[src/design/bqe_pkg.sv]
`timescale 1ns / 1ps
`default_nettype none
// ----------------------------------------------------------------------------
// bqe_pkg
// Shared constants, types and helpers for the biquad cascade equalizer.
// ----------------------------------------------------------------------------
package bqe_pkg;

	// Cascade geometry and number formats
	localparam int NUM_SECTIONS = 8;
	localparam int SAMPLE_BITS  = 24;
	localparam int COEF_BITS    = 32;
	localparam int FRAC_BITS    = COEF_BITS - 4;
	localparam int NUM_TAPS     = 5;

	// Field widths of a transaction
	localparam int BAND_W = 3;
	localparam int SLOT_W = 3;

	// Stream payload widths, padded to whole bytes
	localparam int IN_FIELDS_W = SAMPLE_BITS + BAND_W + SLOT_W + COEF_BITS;
	localparam int IN_DATA_W   = ((IN_FIELDS_W + 7) / 8) * 8;
	localparam int OUT_DATA_W  = ((SAMPLE_BITS + 7) / 8) * 8;

	// Storage sizing
	localparam int SEC_W       = $clog2(NUM_SECTIONS);
	localparam int HIST_DEPTH  = NUM_SECTIONS + 1;
	localparam int HIST_IDX_W  = $clog2(HIST_DEPTH);
	localparam int COEF_DEPTH  = NUM_SECTIONS * NUM_TAPS;
	localparam int COEF_ADDR_W = $clog2(COEF_DEPTH);
	localparam int TAP_W       = 3;

	// Arithmetic widths: exact products, five-term sum, rounded result
	localparam int PROD_W = SAMPLE_BITS + COEF_BITS;
	localparam int ACC_W  = PROD_W + 3;
	localparam int RES_W  = ACC_W - FRAC_BITS;

	// Tap codes, in the order the taps are accumulated
	localparam logic [TAP_W-1:0] TAP_B0 = 3'd0;
	localparam logic [TAP_W-1:0] TAP_B1 = 3'd1;
	localparam logic [TAP_W-1:0] TAP_B2 = 3'd2;
	localparam logic [TAP_W-1:0] TAP_A1 = 3'd3;
	localparam logic [TAP_W-1:0] TAP_A2 = 3'd4;

	// Slot codes of a coefficient write
	localparam logic [SLOT_W-1:0] SLOT_LIMIT = SLOT_W'(NUM_TAPS);

	// Unity gain b0 and the half-LSB rounding offset
	localparam logic signed [COEF_BITS-1:0] COEF_ONE = COEF_BITS'(1) << FRAC_BITS;
	localparam logic signed [ACC_W-1:0]     RND_HALF = ACC_W'(1) << (FRAC_BITS - 1);

	typedef logic signed [SAMPLE_BITS-1:0] sample_t;
	typedef logic signed [COEF_BITS-1:0]   coef_t;

	// Commands from the controller to the datapath
	typedef struct packed {
		logic                  coef_wr;
		logic                  load;
		logic                  issue;
		logic [TAP_W-1:0]      tap;
		logic [SEC_W-1:0]      sec;
		logic                  round;
		logic                  commit;
		logic [HIST_IDX_W-1:0] idx;
		logic                  clear_hist;
		logic                  out_load;
		logic                  blowup;
	} dp_cmd_t;

	// Status from the datapath to the controller
	typedef struct packed {
		logic ovf;
	} dp_stat_t;

	// Coefficient table address of one tap of one section
	function automatic logic [COEF_ADDR_W-1:0] coef_addr(input logic [SEC_W-1:0] sec,
			input logic [TAP_W-1:0] tap);
		coef_addr = COEF_ADDR_W'(sec) * COEF_ADDR_W'(NUM_TAPS) + COEF_ADDR_W'(tap);
	endfunction

endpackage
`default_nettype wire

[src/design/bqe_datapath.sv]
`timescale 1ns / 1ps
`default_nettype none
// ----------------------------------------------------------------------------
// bqe_datapath
// Coefficient table, history banks, shared multiplier and accumulator,
// rounding with range check, and the output register.
// ----------------------------------------------------------------------------
module bqe_datapath (
	input  wire logic                           clk,
	input  wire logic                           arst_n,
	input  wire bqe_pkg::sample_t               sample_in,
	input  wire logic [bqe_pkg::BAND_W-1:0]     band,
	input  wire logic [bqe_pkg::SLOT_W-1:0]     coef_slot,
	input  wire bqe_pkg::coef_t                 coef_value,
	input  wire bqe_pkg::dp_cmd_t               cmd,
	output bqe_pkg::dp_stat_t                   stat,
	output bqe_pkg::sample_t                    sample_out,
	output logic                                blowup
);
	import bqe_pkg::*;

	// Coefficient table with per-entry valid bits (invalid reads as reset value)
	coef_t                  coef_mem [COEF_DEPTH];
	logic [COEF_DEPTH-1:0]  coef_vld_q;
	logic [COEF_ADDR_W-1:0] wr_addr;
	logic [COEF_ADDR_W-1:0] rd_addr;
	logic                   coef_we;

	// History banks: the even bank holds x1 of each entry, the odd bank x2
	sample_t                even_mem [HIST_DEPTH];
	sample_t                odd_mem  [HIST_DEPTH];
	logic [HIST_DEPTH-1:0]  even_vld_q;
	logic [HIST_DEPTH-1:0]  odd_vld_q;
	logic [HIST_IDX_W-1:0]  hist_addr;
	logic                   odd_sel;

	// Per-transaction scratch: section inputs and previous x1 values
	sample_t                val_buf_q [HIST_DEPTH];
	sample_t                x1_buf_q  [HIST_DEPTH];
	sample_t                cur_x_q;

	// Read stage
	logic                   vld_s1;
	coef_t                  coef_rd_s1;
	logic                   coef_vld_s1;
	sample_t                hist_rd_s1;
	logic                   hist_vld_s1;
	logic [TAP_W-1:0]       tap_s1;
	logic [SEC_W-1:0]       sec_s1;

	// Multiply stage
	logic                   vld_s2;
	logic                   sub_s2;
	logic                   first_s2;
	logic signed [PROD_W-1:0] prod_s2;

	sample_t                samp_op;
	coef_t                  coef_op;
	logic signed [PROD_W-1:0] prod_c;

	logic signed [ACC_W-1:0] acc_q;
	logic signed [ACC_W-1:0] acc_base;
	logic signed [ACC_W-1:0] prod_ext;
	logic signed [ACC_W-1:0] rnd_sum;
	logic signed [RES_W-1:0] res_full;
	sample_t                res;
	logic [HIST_IDX_W-1:0]  res_idx;

	sample_t                out_sample_q;
	logic                   out_blowup_q;

	// Address decode
	assign wr_addr   = coef_addr(SEC_W'(band), TAP_W'(coef_slot));
	assign coef_we   = cmd.coef_wr && ({1'b0, band} < (BAND_W + 1)'(NUM_SECTIONS))
		&& (coef_slot < SLOT_LIMIT);
	assign rd_addr   = coef_addr(cmd.sec, cmd.tap);
	assign odd_sel   = (cmd.tap == TAP_B2) || (cmd.tap == TAP_A2);
	assign hist_addr = ((cmd.tap == TAP_A1) || (cmd.tap == TAP_A2)) ?
		HIST_IDX_W'(cmd.sec) + HIST_IDX_W'(1) : HIST_IDX_W'(cmd.sec);

	// Coefficient storage and registered read
	always_ff @(posedge clk) begin
		if (coef_we) begin
			coef_mem[wr_addr] <= coef_value;
		end
		if (cmd.issue) begin
			coef_rd_s1 <= coef_mem[rd_addr];
		end
	end

	always_ff @(posedge clk or negedge arst_n) begin
		if (!arst_n) begin
			coef_vld_q <= '0;
		end else if (coef_we) begin
			coef_vld_q[wr_addr] <= 1'b1;
		end
	end

	// History storage: commit writes both banks, reads are registered
	always_ff @(posedge clk) begin
		if (cmd.commit) begin
			even_mem[cmd.idx] <= val_buf_q[cmd.idx];
			odd_mem[cmd.idx]  <= x1_buf_q[cmd.idx];
		end
		if (cmd.issue) begin
			hist_rd_s1 <= odd_sel ? odd_mem[hist_addr] : even_mem[hist_addr];
		end
	end

	always_ff @(posedge clk or negedge arst_n) begin
		if (!arst_n) begin
			even_vld_q <= '0;
			odd_vld_q  <= '0;
		end else if (cmd.clear_hist) begin
			even_vld_q <= '0;
			odd_vld_q  <= '0;
		end else if (cmd.commit) begin
			even_vld_q[cmd.idx] <= 1'b1;
			odd_vld_q[cmd.idx]  <= 1'b1;
		end
	end

	// Read stage side information
	always_ff @(posedge clk) begin
		coef_vld_s1 <= coef_vld_q[rd_addr];
		hist_vld_s1 <= odd_sel ? odd_vld_q[hist_addr] : even_vld_q[hist_addr];
		tap_s1      <= cmd.tap;
		sec_s1      <= cmd.sec;
	end

	// Select operands, unwritten entries fall back to their reset values
	always_comb begin
		if (tap_s1 == TAP_B0) begin
			samp_op = cur_x_q;
		end else if (hist_vld_s1) begin
			samp_op = hist_rd_s1;
		end else begin
			samp_op = '0;
		end
		if (coef_vld_s1) begin
			coef_op = coef_rd_s1;
		end else if (tap_s1 == TAP_B0) begin
			coef_op = COEF_ONE;
		end else begin
			coef_op = '0;
		end
	end

	assign prod_c = samp_op * coef_op;

	// Multiply stage
	always_ff @(posedge clk) begin
		prod_s2  <= prod_c;
		sub_s2   <= (tap_s1 == TAP_A1) || (tap_s1 == TAP_A2);
		first_s2 <= tap_s1 == TAP_B0;
	end

	always_ff @(posedge clk or negedge arst_n) begin
		if (!arst_n) begin
			vld_s1 <= 1'b0;
			vld_s2 <= 1'b0;
		end else begin
			vld_s1 <= cmd.issue;
			vld_s2 <= vld_s1;
		end
	end

	// Accumulate: the first tap of a section starts a new sum
	assign prod_ext = ACC_W'(prod_s2);
	assign acc_base = first_s2 ? '0 : acc_q;

	always_ff @(posedge clk) begin
		if (vld_s2) begin
			acc_q <= sub_s2 ? acc_base - prod_ext : acc_base + prod_ext;
		end
	end

	// Round half up, drop fraction bits, check the sample range
	assign rnd_sum  = acc_q + RND_HALF;
	assign res_full = rnd_sum[ACC_W-1:FRAC_BITS];
	assign res      = res_full[SAMPLE_BITS-1:0];
	assign stat.ovf = !((&res_full[RES_W-1:SAMPLE_BITS-1])
		|| !(|res_full[RES_W-1:SAMPLE_BITS-1]));
	assign res_idx  = HIST_IDX_W'(cmd.sec) + HIST_IDX_W'(1);

	// Hold the current section input and record every section input
	always_ff @(posedge clk) begin
		if (cmd.load) begin
			cur_x_q      <= sample_in;
			val_buf_q[0] <= sample_in;
		end else if (cmd.round) begin
			cur_x_q            <= res;
			val_buf_q[res_idx] <= res;
		end
	end

	// Save the old x1 values as they come out of the history banks
	always_ff @(posedge clk) begin
		if (vld_s1 && (tap_s1 == TAP_B1)) begin
			x1_buf_q[HIST_IDX_W'(sec_s1)] <= samp_op;
		end else if (vld_s1 && (tap_s1 == TAP_A1)) begin
			x1_buf_q[HIST_IDX_W'(sec_s1) + HIST_IDX_W'(1)] <= samp_op;
		end
	end

	// Output register
	always_ff @(posedge clk) begin
		if (cmd.out_load) begin
			out_sample_q <= cmd.blowup ? '0 : cur_x_q;
			out_blowup_q <= cmd.blowup;
		end
	end

	assign sample_out = out_sample_q;
	assign blowup     = out_blowup_q;

endmodule
`default_nettype wire

[src/design/bqe_ctrl.sv]
`timescale 1ns / 1ps
`default_nettype none
// ----------------------------------------------------------------------------
// bqe_ctrl
// Sequencer: steps five taps per section through the shared multiplier,
// rounds each section, commits history unless one overflows, outputs the result.
// ----------------------------------------------------------------------------
module bqe_ctrl (
	input  wire logic               clk,
	input  wire logic               arst_n,
	input  wire logic               s_tvalid,
	output logic                    s_tready,
	input  wire logic               kind,
	output logic                    m_tvalid,
	input  wire logic               m_tready,
	input  wire bqe_pkg::dp_stat_t  stat,
	output bqe_pkg::dp_cmd_t        cmd
);
	import bqe_pkg::*;

	localparam logic [2:0] ST_IDLE   = 3'd0;
	localparam logic [2:0] ST_TAP    = 3'd1;
	localparam logic [2:0] ST_DRAIN  = 3'd2;
	localparam logic [2:0] ST_ROUND  = 3'd3;
	localparam logic [2:0] ST_COMMIT = 3'd4;
	localparam logic [2:0] ST_FIN    = 3'd5;

	logic [2:0]            state_q;
	logic [TAP_W-1:0]      tap_q;
	logic [SEC_W-1:0]      sec_q;
	logic [HIST_IDX_W-1:0] idx_q;
	logic                  drain_q;
	logic                  blow_q;
	logic                  out_vld_q;
	logic                  in_acc;
	logic                  out_free;

	// Decode commands from the state
	always_comb begin
		s_tready       = state_q == ST_IDLE;
		in_acc         = s_tvalid && s_tready;
		out_free       = !out_vld_q || m_tready;
		cmd            = '0;
		cmd.tap        = tap_q;
		cmd.sec        = sec_q;
		cmd.idx        = idx_q;
		cmd.blowup     = blow_q;
		cmd.coef_wr    = in_acc && kind;
		cmd.load       = in_acc && !kind;
		cmd.issue      = state_q == ST_TAP;
		cmd.round      = state_q == ST_ROUND;
		cmd.clear_hist = (state_q == ST_ROUND) && stat.ovf;
		cmd.commit     = state_q == ST_COMMIT;
		cmd.out_load   = (state_q == ST_FIN) && out_free;
	end

	// Advance the sequence
	always_ff @(posedge clk or negedge arst_n) begin
		if (!arst_n) begin
			state_q <= ST_IDLE;
			tap_q   <= TAP_B0;
			sec_q   <= '0;
			idx_q   <= '0;
			drain_q <= 1'b0;
			blow_q  <= 1'b0;
		end else begin
			unique case (state_q)
				ST_IDLE: begin
					if (cmd.load) begin
						state_q <= ST_TAP;
						tap_q   <= TAP_B0;
						sec_q   <= '0;
						blow_q  <= 1'b0;
					end
				end
				ST_TAP: begin
					if (tap_q == TAP_A2) begin
						state_q <= ST_DRAIN;
						tap_q   <= TAP_B0;
						drain_q <= 1'b0;
					end else begin
						tap_q <= tap_q + TAP_W'(1);
					end
				end
				ST_DRAIN: begin
					drain_q <= !drain_q;
					if (drain_q) begin
						state_q <= ST_ROUND;
					end
				end
				ST_ROUND: begin
					if (stat.ovf) begin
						state_q <= ST_FIN;
						blow_q  <= 1'b1;
					end else if (sec_q == SEC_W'(NUM_SECTIONS - 1)) begin
						state_q <= ST_COMMIT;
						idx_q   <= '0;
					end else begin
						state_q <= ST_TAP;
						sec_q   <= sec_q + SEC_W'(1);
					end
				end
				ST_COMMIT: begin
					if (idx_q == HIST_IDX_W'(NUM_SECTIONS)) begin
						state_q <= ST_FIN;
					end else begin
						idx_q <= idx_q + HIST_IDX_W'(1);
					end
				end
				ST_FIN: begin
					if (out_free) begin
						state_q <= ST_IDLE;
					end
				end
				default: begin
					state_q <= ST_IDLE;
				end
			endcase
		end
	end

	// Hold the result until the transaction completes downstream
	always_ff @(posedge clk or negedge arst_n) begin
		if (!arst_n) begin
			out_vld_q <= 1'b0;
		end else if (cmd.out_load) begin
			out_vld_q <= 1'b1;
		end else if (m_tready) begin
			out_vld_q <= 1'b0;
		end
	end

	assign m_tvalid = out_vld_q;

endmodule
`default_nettype wire

[src/design/biquad_cascade_equalizer_unit.sv]
// Sequence: a sample runs five taps per section through the shared multiplier,
//   drains and rounds each section, then commits the history and loads the output.
// Input is accepted only in idle; a coefficient write leaves the block idle.
//   A result still waiting downstream holds the output load until it leaves.
// Overflow ends the sample early, right after the failing section rounds.
// Reset: arst_n clears all valid bits, so table reads unity b0 and zero history.
`timescale 1ns / 1ps
`default_nettype none
// ----------------------------------------------------------------------------
// biquad_cascade_equalizer_unit
// Eight-section Direct Form I biquad cascade with a writable coefficient table.
// ----------------------------------------------------------------------------
module biquad_cascade_equalizer_unit (
	input  wire logic                              clk,
	input  wire logic                              arst_n,
	input  wire logic                              s_tvalid,
	output logic                                   s_tready,
	// sample_in, band, coef_slot, coef_value, zero pad
	input  wire logic [bqe_pkg::IN_DATA_W-1:0]     s_tdata,
	// cmd
	input  wire logic [0:0]                        s_tuser,
	output logic                                   m_tvalid,
	input  wire logic                              m_tready,
	// sample_out
	output logic [bqe_pkg::OUT_DATA_W-1:0]         m_tdata,
	// blowup
	output logic [0:0]                             m_tuser
);
	import bqe_pkg::*;

	localparam int BAND_LSB = SAMPLE_BITS;
	localparam int SLOT_LSB = BAND_LSB + BAND_W;
	localparam int COEF_LSB = SLOT_LSB + SLOT_W;

	dp_cmd_t  dp_cmd;
	dp_stat_t dp_stat;
	sample_t  sample_out;
	logic     blowup;

	// Controller
	bqe_ctrl u_ctrl (
		.clk      (clk),
		.arst_n   (arst_n),
		.s_tvalid (s_tvalid),
		.s_tready (s_tready),
		.kind     (s_tuser[0]),
		.m_tvalid (m_tvalid),
		.m_tready (m_tready),
		.stat     (dp_stat),
		.cmd      (dp_cmd)
	);

	// Datapath
	bqe_datapath u_datapath (
		.clk        (clk),
		.arst_n     (arst_n),
		.sample_in  (s_tdata[SAMPLE_BITS-1:0]),
		.band       (s_tdata[SLOT_LSB-1:BAND_LSB]),
		.coef_slot  (s_tdata[COEF_LSB-1:SLOT_LSB]),
		.coef_value (s_tdata[COEF_LSB+COEF_BITS-1:COEF_LSB]),
		.cmd        (dp_cmd),
		.stat       (dp_stat),
		.sample_out (sample_out),
		.blowup     (blowup)
	);

	assign m_tdata    = OUT_DATA_W'(unsigned'(sample_out));
	assign m_tuser[0] = blowup;

	// An overflowed result always carries a zero sample
	ap_blowup_zero: assert property (@(posedge clk) disable iff (!arst_n)
		(m_tvalid && m_tuser[0]) |-> (m_tdata == '0))
		else $error("blowup result with nonzero sample");

	// A loaded result is presented on the next cycle
	ap_load_shows: assert property (@(posedge clk) disable iff (!arst_n)
		dp_cmd.out_load |=> m_tvalid)
		else $error("loaded result not presented");

	// No datapath work while the block takes new transactions
	ap_idle_quiet: assert property (@(posedge clk) disable iff (!arst_n)
		s_tready |-> !(dp_cmd.issue || dp_cmd.round || dp_cmd.commit))
		else $error("datapath busy while accepting input");

endmodule
`default_nettype wire
[config.mk]
export PLATFORM = sky130hd
export DESIGN_NAME = biquad_cascade_equalizer_unit
export DESIGN_NICKNAME = d
export VERILOG_FILES = /design/src/design/bqe_pkg.sv /design/src/design/bqe_datapath.sv /design/src/design/bqe_ctrl.sv /design/src/design/biquad_cascade_equalizer_unit.sv
export SDC_FILE = /design/constraint.sdc
export NUM_CORES = 2
export LEC_CHECK = 0
export BUFFER_PORTS_ARGS = -buffer_cell sky130_fd_sc_hd__buf_2
export CAP_MARGIN = 20
export CORE_ASPECT_RATIO = 1.2
export CORE_MARGIN = 4
export CORE_UTILIZATION = 60
export DETAILED_ROUTE_END_ITERATION = 12
export MAX_ROUTING_LAYER = met4
export PLACE_DENSITY = 0.78
export SLEW_MARGIN = 10
export SYNTH_ARGS = -nofsm -noshare
export SYNTH_HDL_FRONTEND = slang
export SYNTH_SLANG_ARGS = --single-unit
[constraint.sdc]
create_clock -name clk -period 9.35 [get_ports clk]
set_input_delay 1.87 -clock clk [delete_from_list [all_inputs] [get_ports clk]]
set_output_delay 1.87 -clock clk [all_outputs]
set_load 0.01 [all_outputs]
==> flow_summary_export.csv <==
group,metric,value,unit
timing,hold_viol,0,
routing,drtIter0Drc,8412,
timing,fmax,111.0,MHz
setup_path,end_kind,"flop",
synthesis,synth-edff-count,2308,
clock_network,cts_buffers,224,
placement,io_buffers,93,
placement,hpwl,202000,um
floorplan,die_h,507.0,um
setup_path,critPathLaunchType,"flop",
timing,slew_violations,0,
global_route,grt_pass1_vias,76180,
global_route,grt_pass1_wl,495800,um
placement,dp.cells,10830,
pwr,irDropWorstVdd,281.0,uV
clock_network,hold_buffers,0,
clock_network,cts_tree,"built",
synthesis,syn_inst,8133,
global_route,grt_max_degree,129,
outcome,status,"finished, final reports clean",
synthesis,synth.most_common_cell,"edfxtp_1",
layout,nFillCells,13270,
floorplan,dieArea,214800,um^2
timing,layout_setup_ws,0.3375,ns
floorplan,start_util,0.6053,
routing,drc,0,
placement,post-place-ws,0.4484,ns
layout,drive_above_1_share,0.1718,
routing,wirelength,334500,um
setup_path,critPathRequiredTime,10.10,ns
synthesis,syn_area,124500,um^2
synthesis,synth_top_area_cell,"edfxtp_1",
layout,seq_area,72550,um^2
synthesis,ys_top_cells_by_count,"edfxtp_1 (2308), inv_1 (812), fa_1 (786)",
global_route,grt_usage,0.3254,
min_path,min_path_type,"flop to flop",
setup_path,worstRegToRegCells,25,
synthesis,synthArstFlopShare,0.03102,
setup_path,cp.arrival,9.76,ns
min_path,worstHoldStart,"u_datapath.coef_vld_q[39]$_DFFE_PN0P_",
layout,syn_to_final_growth,10.03,%
synthesis,yosysWarnings,0,
pwr,p_leak,49.83,nW
timing,fin_crit,9.013,ns
setup_path,reg2reg_to,"u_datapath.prod_s2[53]$_DFF_P_",
clock_network,root_buffer,"clkbuf_16",
routing,dr.pass1.iters,6,
timing,relSlewSlack,0.1858,
timing,finClkSkew,0.1048,ns
timing,tightestPinTransition,1.213,ns
timing,hold_slack,0.4680,ns
global_route,met2_usage,0.5363,
routing,vias,72540,
clock_network,cts.sinks,2450,
routing,ant_nets,0,
synthesis,netlist.area_leader.share,0.5568,
global_route,busiest_layer,"met2",
synthesis,syn_nets,9226,
synthesis,synth-main-ff-cell,"edfxtp_1",
pwr,power,45.48,mW
floorplan,die_x,423.8,um
setup_path,r2r_start,"u_datapath.tap_s1[1]$_DFF_P_",
global_route,grt_overflow,0,
synthesis,synth.distinct_cells,78,
clock_network,path_clk_slew,0.07,ns
placement,place_congestion,0.9590,
synthesis,ys_top_cells_by_area,"edfxtp_1 (56%), fa_1 (13%), mux4_2 (11%), inv_1 (2.4%), ha_1 (2.4%)",
layout,multiInputGateArea,47840,um^2
routing,vias_per_cell,6.430,
floorplan,rows,182,
setup_path,critPathKind,"flop to flop",
floorplan,ioPinCount,96,
layout,final_area,137000,um^2
run,drv_cap,0,
placement,dpl_cell_area,129300,um^2
timing,rsz0062_at_grt,"false",
min_path,hold_depth,1,
setup_path,r2r_setup_slack,0.34,ns
synthesis,synth_area_per_cell,15.31,um^2
clock_network,h-tree-depth,4,
layout,utilization,0.6660,
routing,wl_per_cell,29.65,um
pwr,power_density,332.1,nW/um^2
synthesis,ys_ff_latch,2450,
min_path,holdPathEnd,"u_datapath.coef_vld_q[39]$_DFFE_PN0P_",
synthesis,synth_seq_area_share,0.5827,
setup_path,worst-path-max-fanout,44,
global_route,antenna_found_initial,12,
timing,setup_viol,0,
layout,nets,9412,
timing,period_share,0.9639,
global_route,gr-usage-met1,0.3869,
clock_network,clock_latency,0.92,ns
layout,fin_cells,11280,
clock_network,clock_path_buffers,3,
global_route,gr-usage-met3,0.05477,
timing,tns,0,ns
floorplan,core,205600,um^2
[worst max path at each step]
stage / cells after the start / end / slack, ns / from
after global routing: 29 / u_datapath.prod_s2[54]$_DFF_P_ / 0.002 / u_datapath.tap_s1[1]$_DFF_P_
after CTS: 25 / u_datapath.prod_s2[53]$_DFF_P_ / 0.33 / u_datapath.tap_s1[1]$_DFF_P_
after detailed placement: 25 / u_datapath.prod_s2[53]$_DFF_P_ / 0.45 / u_datapath.tap_s1[1]$_DFF_P_
after floorplan: 28 / u_datapath.prod_s2[53]$_DFF_P_ / 1.01 / u_datapath.tap_s1[2]$_DFF_P_
after global placement: 29 / u_datapath.prod_s2[54]$_DFF_P_ / 0.67 / u_datapath.tap_s1[1]$_DFF_P_
final: 25 / u_datapath.prod_s2[53]$_DFF_P_ / 0.34 / u_datapath.tap_s1[1]$_DFF_P_
[registers in the layout (all words and copies together), names as in the netlist, 4 cells and up]
name	count
u_datapath.coef_vld_q	40
u_datapath.coef_rd_s1	32
u_datapath.even_vld_q	9
u_datapath.coef_mem	1280
u_datapath.acc_q	59
u_ctrl.idx_q	4
u_datapath.val_buf_q	216
u_datapath.prod_s2	56
u_datapath.even_mem	216
u_datapath.hist_rd_s1	24
u_datapath.odd_mem	216
u_datapath.sample_out	24
u_datapath.odd_vld_q	9
u_datapath.cur_x_q	24
u_datapath.x1_buf_q	216
[layout make-up]
| class | count | share of cell area |
|---|---|---|
| tap | 2760 | 0.02521 |
| timing repair buffer | 358 | 0.01883 |
| antenna | 9 | 0.0001644 |
| multi-input combinational | 4464 | 0.3493 |
| inverter | 821 | 0.02261 |
| clock inverter | 149 | 0.01133 |
| clock buffer | 270 | 0.04287 |
| sequential | 2450 | 0.5297 |
[cell usage in the layout, fill, tap and decap left out, types with 30 or more instances in the layout]
cell       count
a211oi_1      34
a21o_1        70
a21oi_1      176
a31oi_1       69
and2_1        77
buf_2         93
buf_4        239
clkbuf_1      39
clkbuf_16    226
clkinv_1      54
clkinv_2      42
dfrtp_1       71
dfxtp_1       63
edfxtp_1    2308
fa_1         785
ha_1         236
inv_1        808
mux2_2        34
mux2i_1       89
mux4_2       592
nand2_1      771
nand3_1       45
nand4_1       34
nor2_1       572
nor2_4        46
nor2b_1       98
nor3_1        42
o21a_1        41
o21ai_0      149
o21ai_1       30
or2_2         43
xnor2_1      153
xor2_1        50
[worst max-delay path: stages (launching register included)]
cell and delay (ns):
dfxtp_1 0.36, or3_1 0.41, clkinv_1 0.11, buf_12 0.21, o21a_1 0.36, clkinv_1 0.78, nand2_1 0.32, fa_1 0.45
inv_1 0.08, fa_1 0.43, fa_1 0.50, fa_1 0.60, fa_1 0.47, fa_1 0.51, inv_1 0.05, fa_1 0.48
inv_1 0.08, ha_1 0.35, a21o_1 0.19, a21o_1 0.18, a21oi_1 0.23, a32oi_1 0.19, or4b_2 0.64, o21ai_1 0.26
mux2i_1 0.12, a2111oi_1 0.45
[cell families after synthesis]
family          synth area share
flops                     0.5827
simple gates             0.06435
buf+inv                  0.03729
fa+ha+maj                 0.1503
mux                       0.1175
compound gates           0.03328
xor+xnor                 0.01455
[repair_timing]
action / CTS / global route
buffers inserted: 0 / 4
endpoints found under the setup margin: 0 / 2
endpoints found under the hold margin: 0 / 0
resized for setup: 0 / 5
[routing by layer]
metal / routed length (um) / vias to the layer above
met3: 29730 / 1164
met1: 112100 / 37280
met5: 0 / -
met4: 22540 / 0
li1: - / 29510
met2: 170100 / 4590
[power by group]
group / internal, mW / switching [mW]
Clock: 5.02 / 4.23
Sequential: 13.8 / 0.619
Combinational: 8.57 / 13.2
Total: 27.4 / 18.0
Power figures use the tool's default switching activity.
